===== src/hdl/kcl_pkg.sv =====
// Shared types, operation codes and status codes for the keyed circular list.
`default_nettype none

package kcl_pkg;

  localparam int KCL_CAPACITY = 16;

  localparam logic [2:0] KIND_APPEND  = 3'd0;
  localparam logic [2:0] KIND_PREPEND = 3'd1;
  localparam logic [2:0] KIND_INSERT  = 3'd2;
  localparam logic [2:0] KIND_DELETE  = 3'd3;
  localparam logic [2:0] KIND_UPDATE  = 3'd4;
  localparam logic [2:0] KIND_LOOKUP  = 3'd5;

  localparam logic [2:0] ST_OK        = 3'd0;
  localparam logic [2:0] ST_DUP       = 3'd1;
  localparam logic [2:0] ST_NOKEY     = 3'd2;
  localparam logic [2:0] ST_NOANCHOR  = 3'd3;
  localparam logic [2:0] ST_FULL      = 3'd4;

  typedef struct packed {
    logic        [2:0]  kind;
    logic signed [31:0] item_key;
    logic signed [31:0] anchor_key;
    logic signed [31:0] item_data;
  } in_t;

  typedef struct packed {
    logic        [2:0]  status;
    logic signed [31:0] found_data;
    logic        [4:0]  entry_count;
  } out_t;

endpackage

`default_nettype wire


===== src/hdl/kcl_cell.sv =====
// One list slot: key, data, link and used flag, plus one stage of the search chain.
`default_nettype none

module kcl_cell #(
  parameter int CAPACITY = kcl_pkg::KCL_CAPACITY,
  parameter int IDX      = 0
) (
  input  wire logic clk,
  input  wire logic rst,
  input  wire logic [2*32+2*$clog2(CAPACITY)-1:0] query,
  input  wire logic [6*$clog2(CAPACITY)+99:0]     cmd,
  input  wire logic [7*$clog2(CAPACITY)+37:0]     probe_in,
  output logic      [7*$clog2(CAPACITY)+37:0]     probe_out
);

  localparam int IW = $clog2(CAPACITY);
  localparam logic [IW-1:0] MY_SLOT = IW'(IDX);

  typedef struct packed {
    logic [31:0]   key;
    logic [31:0]   anchor;
    logic [IW-1:0] head;
    logic [IW-1:0] target;
  } query_t;

  typedef struct packed {
    logic          valid;
    logic          key_hit;
    logic [IW-1:0] key_slot;
    logic [IW-1:0] key_next;
    logic [31:0]   key_data;
    logic          anc_hit;
    logic [IW-1:0] anc_slot;
    logic [IW-1:0] anc_next;
    logic          free_hit;
    logic [IW-1:0] free_slot;
    logic          tail_hit;
    logic [IW-1:0] tail_slot;
    logic          pred_hit;
    logic [IW-1:0] pred_slot;
  } probe_t;

  typedef struct packed {
    logic          fill_en;
    logic [IW-1:0] fill_slot;
    logic [31:0]   fill_key;
    logic [31:0]   fill_data;
    logic [IW-1:0] fill_next;
    logic          link_en;
    logic [IW-1:0] link_slot;
    logic [IW-1:0] link_val;
    logic          drop_en;
    logic [IW-1:0] drop_slot;
    logic          data_en;
    logic [IW-1:0] data_slot;
    logic [31:0]   data_val;
  } cmd_t;

  query_t q;
  cmd_t   c;
  probe_t pin;
  probe_t pnext;
  probe_t probe;

  logic [31:0]   key;
  logic [31:0]   data;
  logic [IW-1:0] nxt;
  logic          used;

  assign q         = query_t'(query);
  assign c         = cmd_t'(cmd);
  assign pin       = probe_t'(probe_in);
  assign probe_out = probe;

  always_comb begin
    pnext = pin;
    if (!pin.key_hit && used && key == q.key) begin
      pnext.key_hit  = 1'b1;
      pnext.key_slot = MY_SLOT;
      pnext.key_next = nxt;
      pnext.key_data = data;
    end
    if (!pin.anc_hit && used && key == q.anchor) begin
      pnext.anc_hit  = 1'b1;
      pnext.anc_slot = MY_SLOT;
      pnext.anc_next = nxt;
    end
    if (!pin.free_hit && !used) begin
      pnext.free_hit  = 1'b1;
      pnext.free_slot = MY_SLOT;
    end
    if (!pin.tail_hit && used && nxt == q.head) begin
      pnext.tail_hit  = 1'b1;
      pnext.tail_slot = MY_SLOT;
    end
    if (!pin.pred_hit && used && nxt == q.target) begin
      pnext.pred_hit  = 1'b1;
      pnext.pred_slot = MY_SLOT;
    end
  end

  always_ff @(posedge clk) begin
    probe.key_hit   <= pnext.key_hit;
    probe.key_slot  <= pnext.key_slot;
    probe.key_next  <= pnext.key_next;
    probe.key_data  <= pnext.key_data;
    probe.anc_hit   <= pnext.anc_hit;
    probe.anc_slot  <= pnext.anc_slot;
    probe.anc_next  <= pnext.anc_next;
    probe.free_hit  <= pnext.free_hit;
    probe.free_slot <= pnext.free_slot;
    probe.tail_hit  <= pnext.tail_hit;
    probe.tail_slot <= pnext.tail_slot;
    probe.pred_hit  <= pnext.pred_hit;
    probe.pred_slot <= pnext.pred_slot;
    if (c.fill_en && c.fill_slot == MY_SLOT) begin
      key  <= c.fill_key;
      data <= c.fill_data;
      nxt  <= c.fill_next;
    end
    if (c.link_en && c.link_slot == MY_SLOT) begin
      nxt <= c.link_val;
    end
    if (c.data_en && c.data_slot == MY_SLOT) begin
      data <= c.data_val;
    end
    if (rst) begin
      probe.valid <= 1'b0;
      used        <= 1'b0;
    end else begin
      probe.valid <= pin.valid;
      if (c.fill_en && c.fill_slot == MY_SLOT) begin
        used <= 1'b1;
      end
      if (c.drop_en && c.drop_slot == MY_SLOT) begin
        used <= 1'b0;
      end
    end
  end

endmodule

`default_nettype wire


===== src/hdl/kcl_ctrl.sv =====
// Sequencer: launches search passes down the cell chain, commits writes, returns results.
`default_nettype none

module kcl_ctrl #(
  parameter int CAPACITY = kcl_pkg::KCL_CAPACITY
) (
  input  wire logic         clk,
  input  wire logic         rst,
  input  wire logic         in_valid,
  output logic              in_stall,
  input  wire kcl_pkg::in_t in_data,
  output logic              out_valid,
  input  wire logic         out_stall,
  output kcl_pkg::out_t     out_data,
  output logic [2*32+2*$clog2(CAPACITY)-1:0] query,
  output logic [6*$clog2(CAPACITY)+99:0]     cmd,
  output logic [7*$clog2(CAPACITY)+37:0]     launch,
  input  wire logic [7*$clog2(CAPACITY)+37:0] result
);

  localparam int IW = $clog2(CAPACITY);
  localparam int CW = $clog2(CAPACITY + 1);

  typedef struct packed {
    logic [31:0]   key;
    logic [31:0]   anchor;
    logic [IW-1:0] head;
    logic [IW-1:0] target;
  } query_t;

  typedef struct packed {
    logic          valid;
    logic          key_hit;
    logic [IW-1:0] key_slot;
    logic [IW-1:0] key_next;
    logic [31:0]   key_data;
    logic          anc_hit;
    logic [IW-1:0] anc_slot;
    logic [IW-1:0] anc_next;
    logic          free_hit;
    logic [IW-1:0] free_slot;
    logic          tail_hit;
    logic [IW-1:0] tail_slot;
    logic          pred_hit;
    logic [IW-1:0] pred_slot;
  } probe_t;

  typedef struct packed {
    logic          fill_en;
    logic [IW-1:0] fill_slot;
    logic [31:0]   fill_key;
    logic [31:0]   fill_data;
    logic [IW-1:0] fill_next;
    logic          link_en;
    logic [IW-1:0] link_slot;
    logic [IW-1:0] link_val;
    logic          drop_en;
    logic [IW-1:0] drop_slot;
    logic          data_en;
    logic [IW-1:0] data_slot;
    logic [31:0]   data_val;
  } cmd_t;

  typedef enum logic [1:0] {S_IDLE, S_PASS1, S_PASS2, S_FIN} state_t;

  state_t        state;
  kcl_pkg::in_t  item;
  logic [IW-1:0] head;
  logic [CW-1:0] count;
  probe_t        r1;
  logic [2:0]    pend_status;
  logic [31:0]   pend_found;
  query_t        q;
  cmd_t          c;
  probe_t        l;
  probe_t        res;

  assign query    = q;
  assign cmd      = c;
  assign launch   = l;
  assign res      = probe_t'(result);
  assign in_stall = (state != S_IDLE);

  always_ff @(posedge clk) begin
    if (rst) begin
      state     <= S_IDLE;
      l         <= '0;
      c         <= '0;
      out_valid <= 1'b0;
      head      <= '0;
      count     <= '0;
    end else begin
      l       <= '0;
      c.fill_en <= 1'b0;
      c.link_en <= 1'b0;
      c.drop_en <= 1'b0;
      c.data_en <= 1'b0;
      if (out_valid && !out_stall) begin
        out_valid <= 1'b0;
      end
      case (state)
        S_IDLE: begin
          if (in_valid) begin
            item     <= in_data;
            q.key    <= in_data.item_key;
            q.anchor <= in_data.anchor_key;
            q.head   <= head;
            q.target <= '0;
            l.valid  <= 1'b1;
            state    <= S_PASS1;
          end
        end
        S_PASS1: begin
          if (res.valid) begin
            r1          <= res;
            pend_found  <= '0;
            pend_status <= kcl_pkg::ST_OK;
            state       <= S_FIN;
            case (item.kind)
              kcl_pkg::KIND_APPEND, kcl_pkg::KIND_PREPEND: begin
                if (res.key_hit) begin
                  pend_status <= kcl_pkg::ST_DUP;
                end else if (!res.free_hit) begin
                  pend_status <= kcl_pkg::ST_FULL;
                end else begin
                  c.fill_en   <= 1'b1;
                  c.fill_slot <= res.free_slot;
                  c.fill_key  <= item.item_key;
                  c.fill_data <= item.item_data;
                  c.fill_next <= (count == '0) ? res.free_slot : head;
                  if (count != '0) begin
                    c.link_en   <= 1'b1;
                    c.link_slot <= res.tail_slot;
                    c.link_val  <= res.free_slot;
                  end
                  if (count == '0 || item.kind == kcl_pkg::KIND_PREPEND) begin
                    head <= res.free_slot;
                  end
                  count <= count + CW'(1);
                end
              end
              kcl_pkg::KIND_INSERT: begin
                if (!res.anc_hit) begin
                  pend_status <= kcl_pkg::ST_NOANCHOR;
                end else if (res.key_hit) begin
                  pend_status <= kcl_pkg::ST_DUP;
                end else if (!res.free_hit) begin
                  pend_status <= kcl_pkg::ST_FULL;
                end else begin
                  c.fill_en   <= 1'b1;
                  c.fill_slot <= res.free_slot;
                  c.fill_key  <= item.item_key;
                  c.fill_data <= item.item_data;
                  c.fill_next <= res.anc_next;
                  c.link_en   <= 1'b1;
                  c.link_slot <= res.anc_slot;
                  c.link_val  <= res.free_slot;
                  count       <= count + CW'(1);
                end
              end
              kcl_pkg::KIND_DELETE: begin
                if (!res.key_hit) begin
                  pend_status <= kcl_pkg::ST_NOKEY;
                end else if (count <= CW'(1)) begin
                  c.drop_en   <= 1'b1;
                  c.drop_slot <= res.key_slot;
                  head        <= '0;
                  count       <= '0;
                end else begin
                  q.target <= res.key_slot;
                  l.valid  <= 1'b1;
                  state    <= S_PASS2;
                end
              end
              kcl_pkg::KIND_UPDATE: begin
                if (res.key_hit) begin
                  c.data_en   <= 1'b1;
                  c.data_slot <= res.key_slot;
                  c.data_val  <= item.item_data;
                end else begin
                  pend_status <= kcl_pkg::ST_NOKEY;
                end
              end
              kcl_pkg::KIND_LOOKUP: begin
                if (res.key_hit) begin
                  pend_found <= res.key_data;
                end else begin
                  pend_status <= kcl_pkg::ST_NOKEY;
                end
              end
              default: begin
              end
            endcase
          end
        end
        S_PASS2: begin
          if (res.valid) begin
            c.link_en   <= 1'b1;
            c.link_slot <= res.pred_slot;
            c.link_val  <= r1.key_next;
            c.drop_en   <= 1'b1;
            c.drop_slot <= r1.key_slot;
            if (r1.key_slot == head) begin
              head <= r1.key_next;
            end
            count <= count - CW'(1);
            state <= S_FIN;
          end
        end
        S_FIN: begin
          if (!out_valid || !out_stall) begin
            out_valid            <= 1'b1;
            out_data.status      <= pend_status;
            out_data.found_data  <= pend_found;
            out_data.entry_count <= 5'(count);
            state                <= S_IDLE;
          end
        end
        default: begin
          state <= S_IDLE;
        end
      endcase
    end
  end

endmodule

`default_nettype wire


===== src/hdl/keyed_circular_list.sv =====
// Keyed circular list: top level joining the sequencer and the chain of slot cells.
//
// Input channel in_valid/in_stall/in_data carries one operation per transaction:
// append, prepend, insert after an anchor key, delete, update or look up by key.
// Output channel out_valid/out_stall/out_data returns exactly one result per
// operation: status, data found by a lookup, and the entry count afterwards.
// Every slot is a cell; a search token walks the row of cells one cell per
// cycle, gathering key, anchor, free-slot, tail and predecessor matches.
// Most operations need one walk of the row of cells; delete of a key in a list
// of two or more entries needs a second walk to find the predecessor. One
// operation is in flight at a time; the next transaction is accepted in the
// cycle after the result has been placed in the output register, even while
// that result is still stalled.
// While out_stall is high the result holds and the next finished result waits.
// After reset the list is empty and the head slot is zero; no clearing pass.
`default_nettype none

module keyed_circular_list #(
  parameter int CAPACITY = kcl_pkg::KCL_CAPACITY
) (
  input  wire logic         clk,
  input  wire logic         rst,
  input  wire logic         in_valid,
  output logic              in_stall,
  input  wire kcl_pkg::in_t in_data,
  output logic              out_valid,
  input  wire logic         out_stall,
  output kcl_pkg::out_t     out_data
);

  localparam int IW = $clog2(CAPACITY);
  localparam int QW = 2 * 32 + 2 * IW;
  localparam int CMW = 6 * IW + 100;
  localparam int PW = 7 * IW + 38;

  logic [QW-1:0]  query;
  logic [CMW-1:0] cmd;
  logic [PW-1:0]  chain [CAPACITY+1];

  kcl_ctrl #(
    .CAPACITY (CAPACITY)
  ) u_ctrl (
    .clk       (clk),
    .rst       (rst),
    .in_valid  (in_valid),
    .in_stall  (in_stall),
    .in_data   (in_data),
    .out_valid (out_valid),
    .out_stall (out_stall),
    .out_data  (out_data),
    .query     (query),
    .cmd       (cmd),
    .launch    (chain[0]),
    .result    (chain[CAPACITY])
  );

  for (genvar i = 0; i < CAPACITY; i++) begin : g_cell
    kcl_cell #(
      .CAPACITY (CAPACITY),
      .IDX      (i)
    ) u_cell (
      .clk       (clk),
      .rst       (rst),
      .query     (query),
      .cmd       (cmd),
      .probe_in  (chain[i]),
      .probe_out (chain[i+1])
    );
  end

endmodule

`default_nettype wire


===== config.mk =====
export PLATFORM = sky130hd
export DESIGN_NAME = keyed_circular_list
export DESIGN_NICKNAME = d
export VERILOG_FILES = /design/src/hdl/kcl_pkg.sv /design/src/hdl/kcl_cell.sv /design/src/hdl/kcl_ctrl.sv /design/src/hdl/keyed_circular_list.sv
export SDC_FILE = /design/constraint.sdc
export NUM_CORES = 2
export LEC_CHECK = 0
export BUFFER_PORTS_ARGS = -buffer_cell sky130_fd_sc_hd__buf_2
export CELL_PAD_IN_SITES_DETAIL_PLACEMENT = 1
export CELL_PAD_IN_SITES_GLOBAL_PLACEMENT = 1
export CORE_ASPECT_RATIO = 1.75
export CORE_MARGIN = 1.5
export CORE_UTILIZATION = 53
export DETAILED_ROUTE_END_ITERATION = 7
export PLACE_DENSITY = 0.81
export SYNTH_ARGS = -nofsm -noshare
export SYNTH_HDL_FRONTEND = slang
export SYNTH_SLANG_ARGS = --single-unit

===== constraint.sdc =====
create_clock -name clk -period 6.8 [get_ports clk]
set_clock_uncertainty 0.05 [all_clocks]
set_input_delay 0.34 -clock clk [delete_from_list [all_inputs] [get_ports clk]]
set_output_delay 0.34 -clock clk [all_outputs]
set_load 0.05 [all_outputs]

==> impl_metrics.xml <==
<?xml version="1.0" encoding="UTF-8"?>
<metrics>
  <group name="power">
    <metric name="power_per_cell_area" unit="nW/um2">278.6</metric>
    <metric name="power_frac_clock" unit="%">40.8</metric>
    <metric name="power.leakage" unit="nW">33.21</metric>
    <metric name="totalPowerFinal" unit="mW">25.28</metric>
    <metric name="share_of_power_burned_in_registers" unit="%">51.6</metric>
    <metric name="share_comb_of_total_power" unit="%">7.6</metric>
    <metric name="switchingPower" unit="mW">6.127</metric>
    <metric name="p_sw_share" unit="%">24.24</metric>
    <metric name="power.ir.vdd_worst" unit="mV">0.2989</metric>
    <metric name="pint" unit="mW">19.15</metric>
  </group>
  <group name="layout">
    <metric name="areaGrowthSynthToFinish" unit="%">12.65</metric>
    <metric name="final_common_cell" unit="">sky130_fd_sc_hd__edfxtp_1</metric>
    <metric name="final_core_utilization" unit="%">60.05</metric>
    <metric name="finish.net_count" unit="">5862</metric>
    <metric name="layout.cells.most_common_list" unit="">1,202 x sky130_fd_sc_hd__edfxtp_1, 967 x sky130_fd_sc_hd__mux2_2, 793 x sky130_fd_sc_hd__dfxtp_1, 530 x sky130_fd_sc_hd__xnor2_1, 486 x sky130_fd_sc_hd__xor2_1</metric>
    <metric name="fraction_of_final_layout_cells_with_drive_strength_greater_than_1" unit="%">28.40</metric>
  </group>
  <group name="sta">
    <metric name="hold_fails_final_rpt" unit="">0</metric>
    <metric name="timing.slew.headroom" unit="%">5.547</metric>
    <metric name="worstMarginPinSlew" unit="ns">1.415</metric>
    <metric name="min_period" unit="ns">3.738</metric>
    <metric name="timing.fmax" unit="GHz">0.2675</metric>
    <metric name="period_share" unit="%">54.97</metric>
    <metric name="setup_viol" unit="">0</metric>
    <metric name="fin_tns_setup" unit="ns">0</metric>
    <metric name="setup_repair_after_global_routing_missed_its_margin" unit="">false</metric>
    <metric name="slew_viol_final" unit="">0</metric>
  </group>
  <group name="worst_setup_path">
    <metric name="critical-path-slowest-cell" unit="">sky130_fd_sc_hd__edfxtp_1</metric>
    <metric name="crit-reg2reg-capture" unit="">g_cell[15].u_cell.probe_out[34]</metric>
    <metric name="startpoint_of_the_worst_register_to_register_path" unit="">u_ctrl.item[82]</metric>
    <metric name="crit_path_max_fanout" unit="">37</metric>
    <metric name="cells_along_the_critical_path" unit="">buf_4 &gt; xnor2_1 &gt; nand4_1 &gt; nor4_1 &gt; nand3_4 &gt; mux2_2</metric>
    <metric name="setup_crit_end_kind" unit="">register</metric>
    <metric name="r2r_slack" unit="ns">3.06</metric>
    <metric name="crit_type" unit="">reg2reg</metric>
    <metric name="worst_setup_path_start_kind" unit="">register</metric>
    <metric name="crit_arrival" unit="ns">4.39</metric>
    <metric name="path_delay_family" unit="">simple AND/OR/NAND/NOR gates</metric>
    <metric name="reg2reg_depth" unit="">6</metric>
    <metric name="worst_ep_required_time" unit="ns">7.45</metric>
    <metric name="path_buf_inv" unit="">1</metric>
    <metric name="critical-path-max-stage-delay" unit="ns">0.93</metric>
  </group>
  <group name="synth">
    <metric name="synth-adder-area-share" unit="%">0.1087</metric>
    <metric name="synth_xor_xnor_area_share" unit="%">11.05</metric>
    <metric name="number_of_flops_mapped_to_enable_cells_by_yosys" unit="">1202</metric>
    <metric name="synth_simple_gate_area_share" unit="%">6.318</metric>
    <metric name="synth_flop_cell" unit="">sky130_fd_sc_hd__edfxtp_1</metric>
    <metric name="synth_top_cell_area_share" unit="%">44.81</metric>
    <metric name="gate_count_post_synth" unit="">5521</metric>
    <metric name="post_synthesis_net_count" unit="">5631</metric>
    <metric name="syn_area_per_cell" unit="um2">14.59</metric>
    <metric name="seq_area_frac_synth" unit="%">64.94</metric>
    <metric name="synthesis.area" unit="um2">80550</metric>
    <metric name="synth.top_cells.by_area" unit="">sky130_fd_sc_hd__edfxtp_1 45%, sky130_fd_sc_hd__dfxtp_1 20%, sky130_fd_sc_hd__mux2_2 14%</metric>
    <metric name="compound_gate_fraction_of_synth_area" unit="%">1.572</metric>
    <metric name="yosysWarningCount" unit="">0</metric>
    <metric name="synth-async-reset-ratio" unit="%">0</metric>
    <metric name="ys_seq_elements" unit="">2012</metric>
    <metric name="synth.largest_area_cell" unit="">sky130_fd_sc_hd__edfxtp_1</metric>
    <metric name="synth.mux.area_fraction" unit="%">14.02</metric>
    <metric name="synth_top_family_by_area" unit="">multiplexers</metric>
    <metric name="distinct_cell_type_count_of_the_synthesized_netlist" unit="">63</metric>
  </group>
  <group name="floorplan">
    <metric name="top_level_ports" unit="">145</metric>
    <metric name="starting_density_of_the_core" unit="%">53.30</metric>
    <metric name="die_area" unit="um2">154400</metric>
    <metric name="core_region_area" unit="um2">151100</metric>
    <metric name="die_h" unit="um">518.7</metric>
    <metric name="die_w" unit="um">297.7</metric>
    <metric name="rows" unit="">189</metric>
  </group>
  <group name="clocking">
    <metric name="tritoncts.num_buffers" unit="">176</metric>
    <metric name="cts_max_path_buffers" unit="">3</metric>
    <metric name="cts-resized-gates" unit="">0</metric>
    <metric name="tritoncts" unit="">done</metric>
    <metric name="cts.root.buffer_cell" unit="">sky130_fd_sc_hd__clkbuf_16</metric>
    <metric name="worst_setup_hold_path_clk_slew" unit="ns">0.07</metric>
    <metric name="clk_latency" unit="ns">0.84</metric>
    <metric name="htree_num_levels" unit="">4</metric>
    <metric name="cts.sinks" unit="">2012</metric>
  </group>
  <group name="run">
    <metric name="timing.max_cap.violations" unit="">0</metric>
  </group>
  <group name="worst_hold_path">
    <metric name="hold_class" unit="">in2reg</metric>
    <metric name="hold-path-cell-count" unit="">2</metric>
    <metric name="min_to" unit="">u_ctrl.item[6]</metric>
    <metric name="hp-start" unit="">in_data[6]</metric>
  </group>
  <group name="route">
    <metric name="count_of_routing_violations_after_the_opening_detailed_route_iteration" unit="">4323</metric>
    <metric name="remaining_drc_errors" unit="">0</metric>
    <metric name="postRouteAntennaNets" unit="">0</metric>
    <metric name="wire_per_inst" unit="um">34.60</metric>
    <metric name="via_total_after_detailed_routing" unit="">48470</metric>
    <metric name="routed_wirelength" unit="mm">274.3</metric>
    <metric name="via_per_inst" unit="">6.113</metric>
    <metric name="detail_route.first_pass.iterations" unit="">5</metric>
  </group>
  <group name="grt">
    <metric name="gr-total-overflow" unit="">0</metric>
    <metric name="grt_max_degree" unit="">79</metric>
    <metric name="initial_antenna_violation_count" unit="">17</metric>
    <metric name="grt_pass1_vias" unit="">53160</metric>
    <metric name="grt_pass1_wl" unit="mm">385.7</metric>
    <metric name="grt_use_total" unit="%">35.36</metric>
  </group>
  <group name="status">
    <metric name="status" unit="">finished clean</metric>
  </group>
  <group name="placement">
    <metric name="detailed_place_hpwl" unit="mm">165.3</metric>
    <metric name="finalWeightedCongestion" unit="">0.9636</metric>
    <metric name="io_buffer_count" unit="">144</metric>
  </group>
</metrics>
## registers in the layout, summed over array words and instances, names as in the netlist
register / flops
g_cell.u_cell.used: 16
u_ctrl.cmd: 111
u_ctrl.state: 2
u_ctrl.launch: 1
g_cell.u_cell.probe_out: 674
u_ctrl.out_data: 40
u_ctrl.count: 5
u_ctrl.out_valid: 1
g_cell.u_cell.key: 512
u_ctrl.pend_found: 32
u_ctrl.query: 32
g_cell.u_cell.data: 512
u_ctrl.r1: 4
u_ctrl.item: 67
u_ctrl.pend_status: 3
## routing by layer
layer	track usage (%)	wire length, um	up-vias
met3	6.996	20210	1058
met4	28.08	25870	6
met1	37.09	90060	24760
li1	-	-	20180
met5	0	46	-
met2	61.64	138100	2460
## area by class of cell
cell class | count | area [um2]
Timing Repair Buffer | 398 | 2892
Fill cell | 13870 | 60370
Inverter | 16 | 60.06
Multi-Input combinational cell | 3148 | 27020
Clock buffer | 270 | 5248
Antenna cell | 18 | 45.04
Tap cell | 2005 | 2509
Sequential cell | 2012 | 52330
Clock inverter | 61 | 629.4
## per-stage QoR
stage	hold slack, ns	worst slack (ns)	instances	cell area [um2]
final	0.1616	3.062	7928	90740
after detailed placement	0.3450	3.134	7476	83780
after floorplan	0.3276	1.333	5521	80550
after global routing	0.1404	2.993	7923	90720
after global placement	0.3437	3.184	7476	83780
after CTS	0.1017	3.114	7910	90690
## what timing repair did
action                                 in CTS  in global routing
endpoints found under the hold margin     175                  0
hold buffers                              103                  0
buffers inserted                            0                  0
## synth_stat cells, drive strengths merged (19+ instances only)
library cell	n
nand2b	73
clkbuf	218
dfxtp	810
nand3	44
nor2b	41
and2	81
a21oi	116
nor4	126
nor3	36
edfxtp	1202
nor2	90
buf	127
or2	28
nand4	140
nor4b	19
nand2	228
xor2	486
mux2	992
xnor2	530
## how the worst max path moves through the flow
stage | start | endpoint | slack, ns | cells past startpoint
2_1_floorplan | rst | u_ctrl.item[0] | 1.33 | 3
3_3_place_gp | u_ctrl.item[85] | g_cell[15].u_cell.probe_out[31] | 3.18 | 6
3_5_place_dp | u_ctrl.item[85] | g_cell[15].u_cell.probe_out[34] | 3.13 | 6
4_1_cts | u_ctrl.item[82] | g_cell[15].u_cell.probe_out[34] | 3.11 | 6
5_1_grt | u_ctrl.item[82] | g_cell[15].u_cell.probe_out[34] | 2.99 | 6
6_report | u_ctrl.item[82] | g_cell[15].u_cell.probe_out[34] | 3.06 | 6
## cell families after synthesis
| kind of cell | Yosys count |
|---|---|
| compound gates | 199 |
| mux | 995 |
| simple gates | 931 |
| buf+inv | 361 |
| xor+xnor | 1016 |
| fa+ha+maj | 7 |
| flops | 2012 |
## power groups by stage
| stage | sequential, mW | clock, mW | combinational, mW |
|---|---|---|---|
| floorplan | 13.3 | 0 | 1.06 |
| global placement | 13.3 | 0 | 1.76 |
| detailed placement | 13.3 | 0 | 1.79 |
| CTS | 13.0 | 10.4 | 1.85 |
| global route | 13.0 | 10.8 | 1.93 |
| finish | 13.0 | 10.3 | 1.92 |
Power figures use the tool's default switching activity.
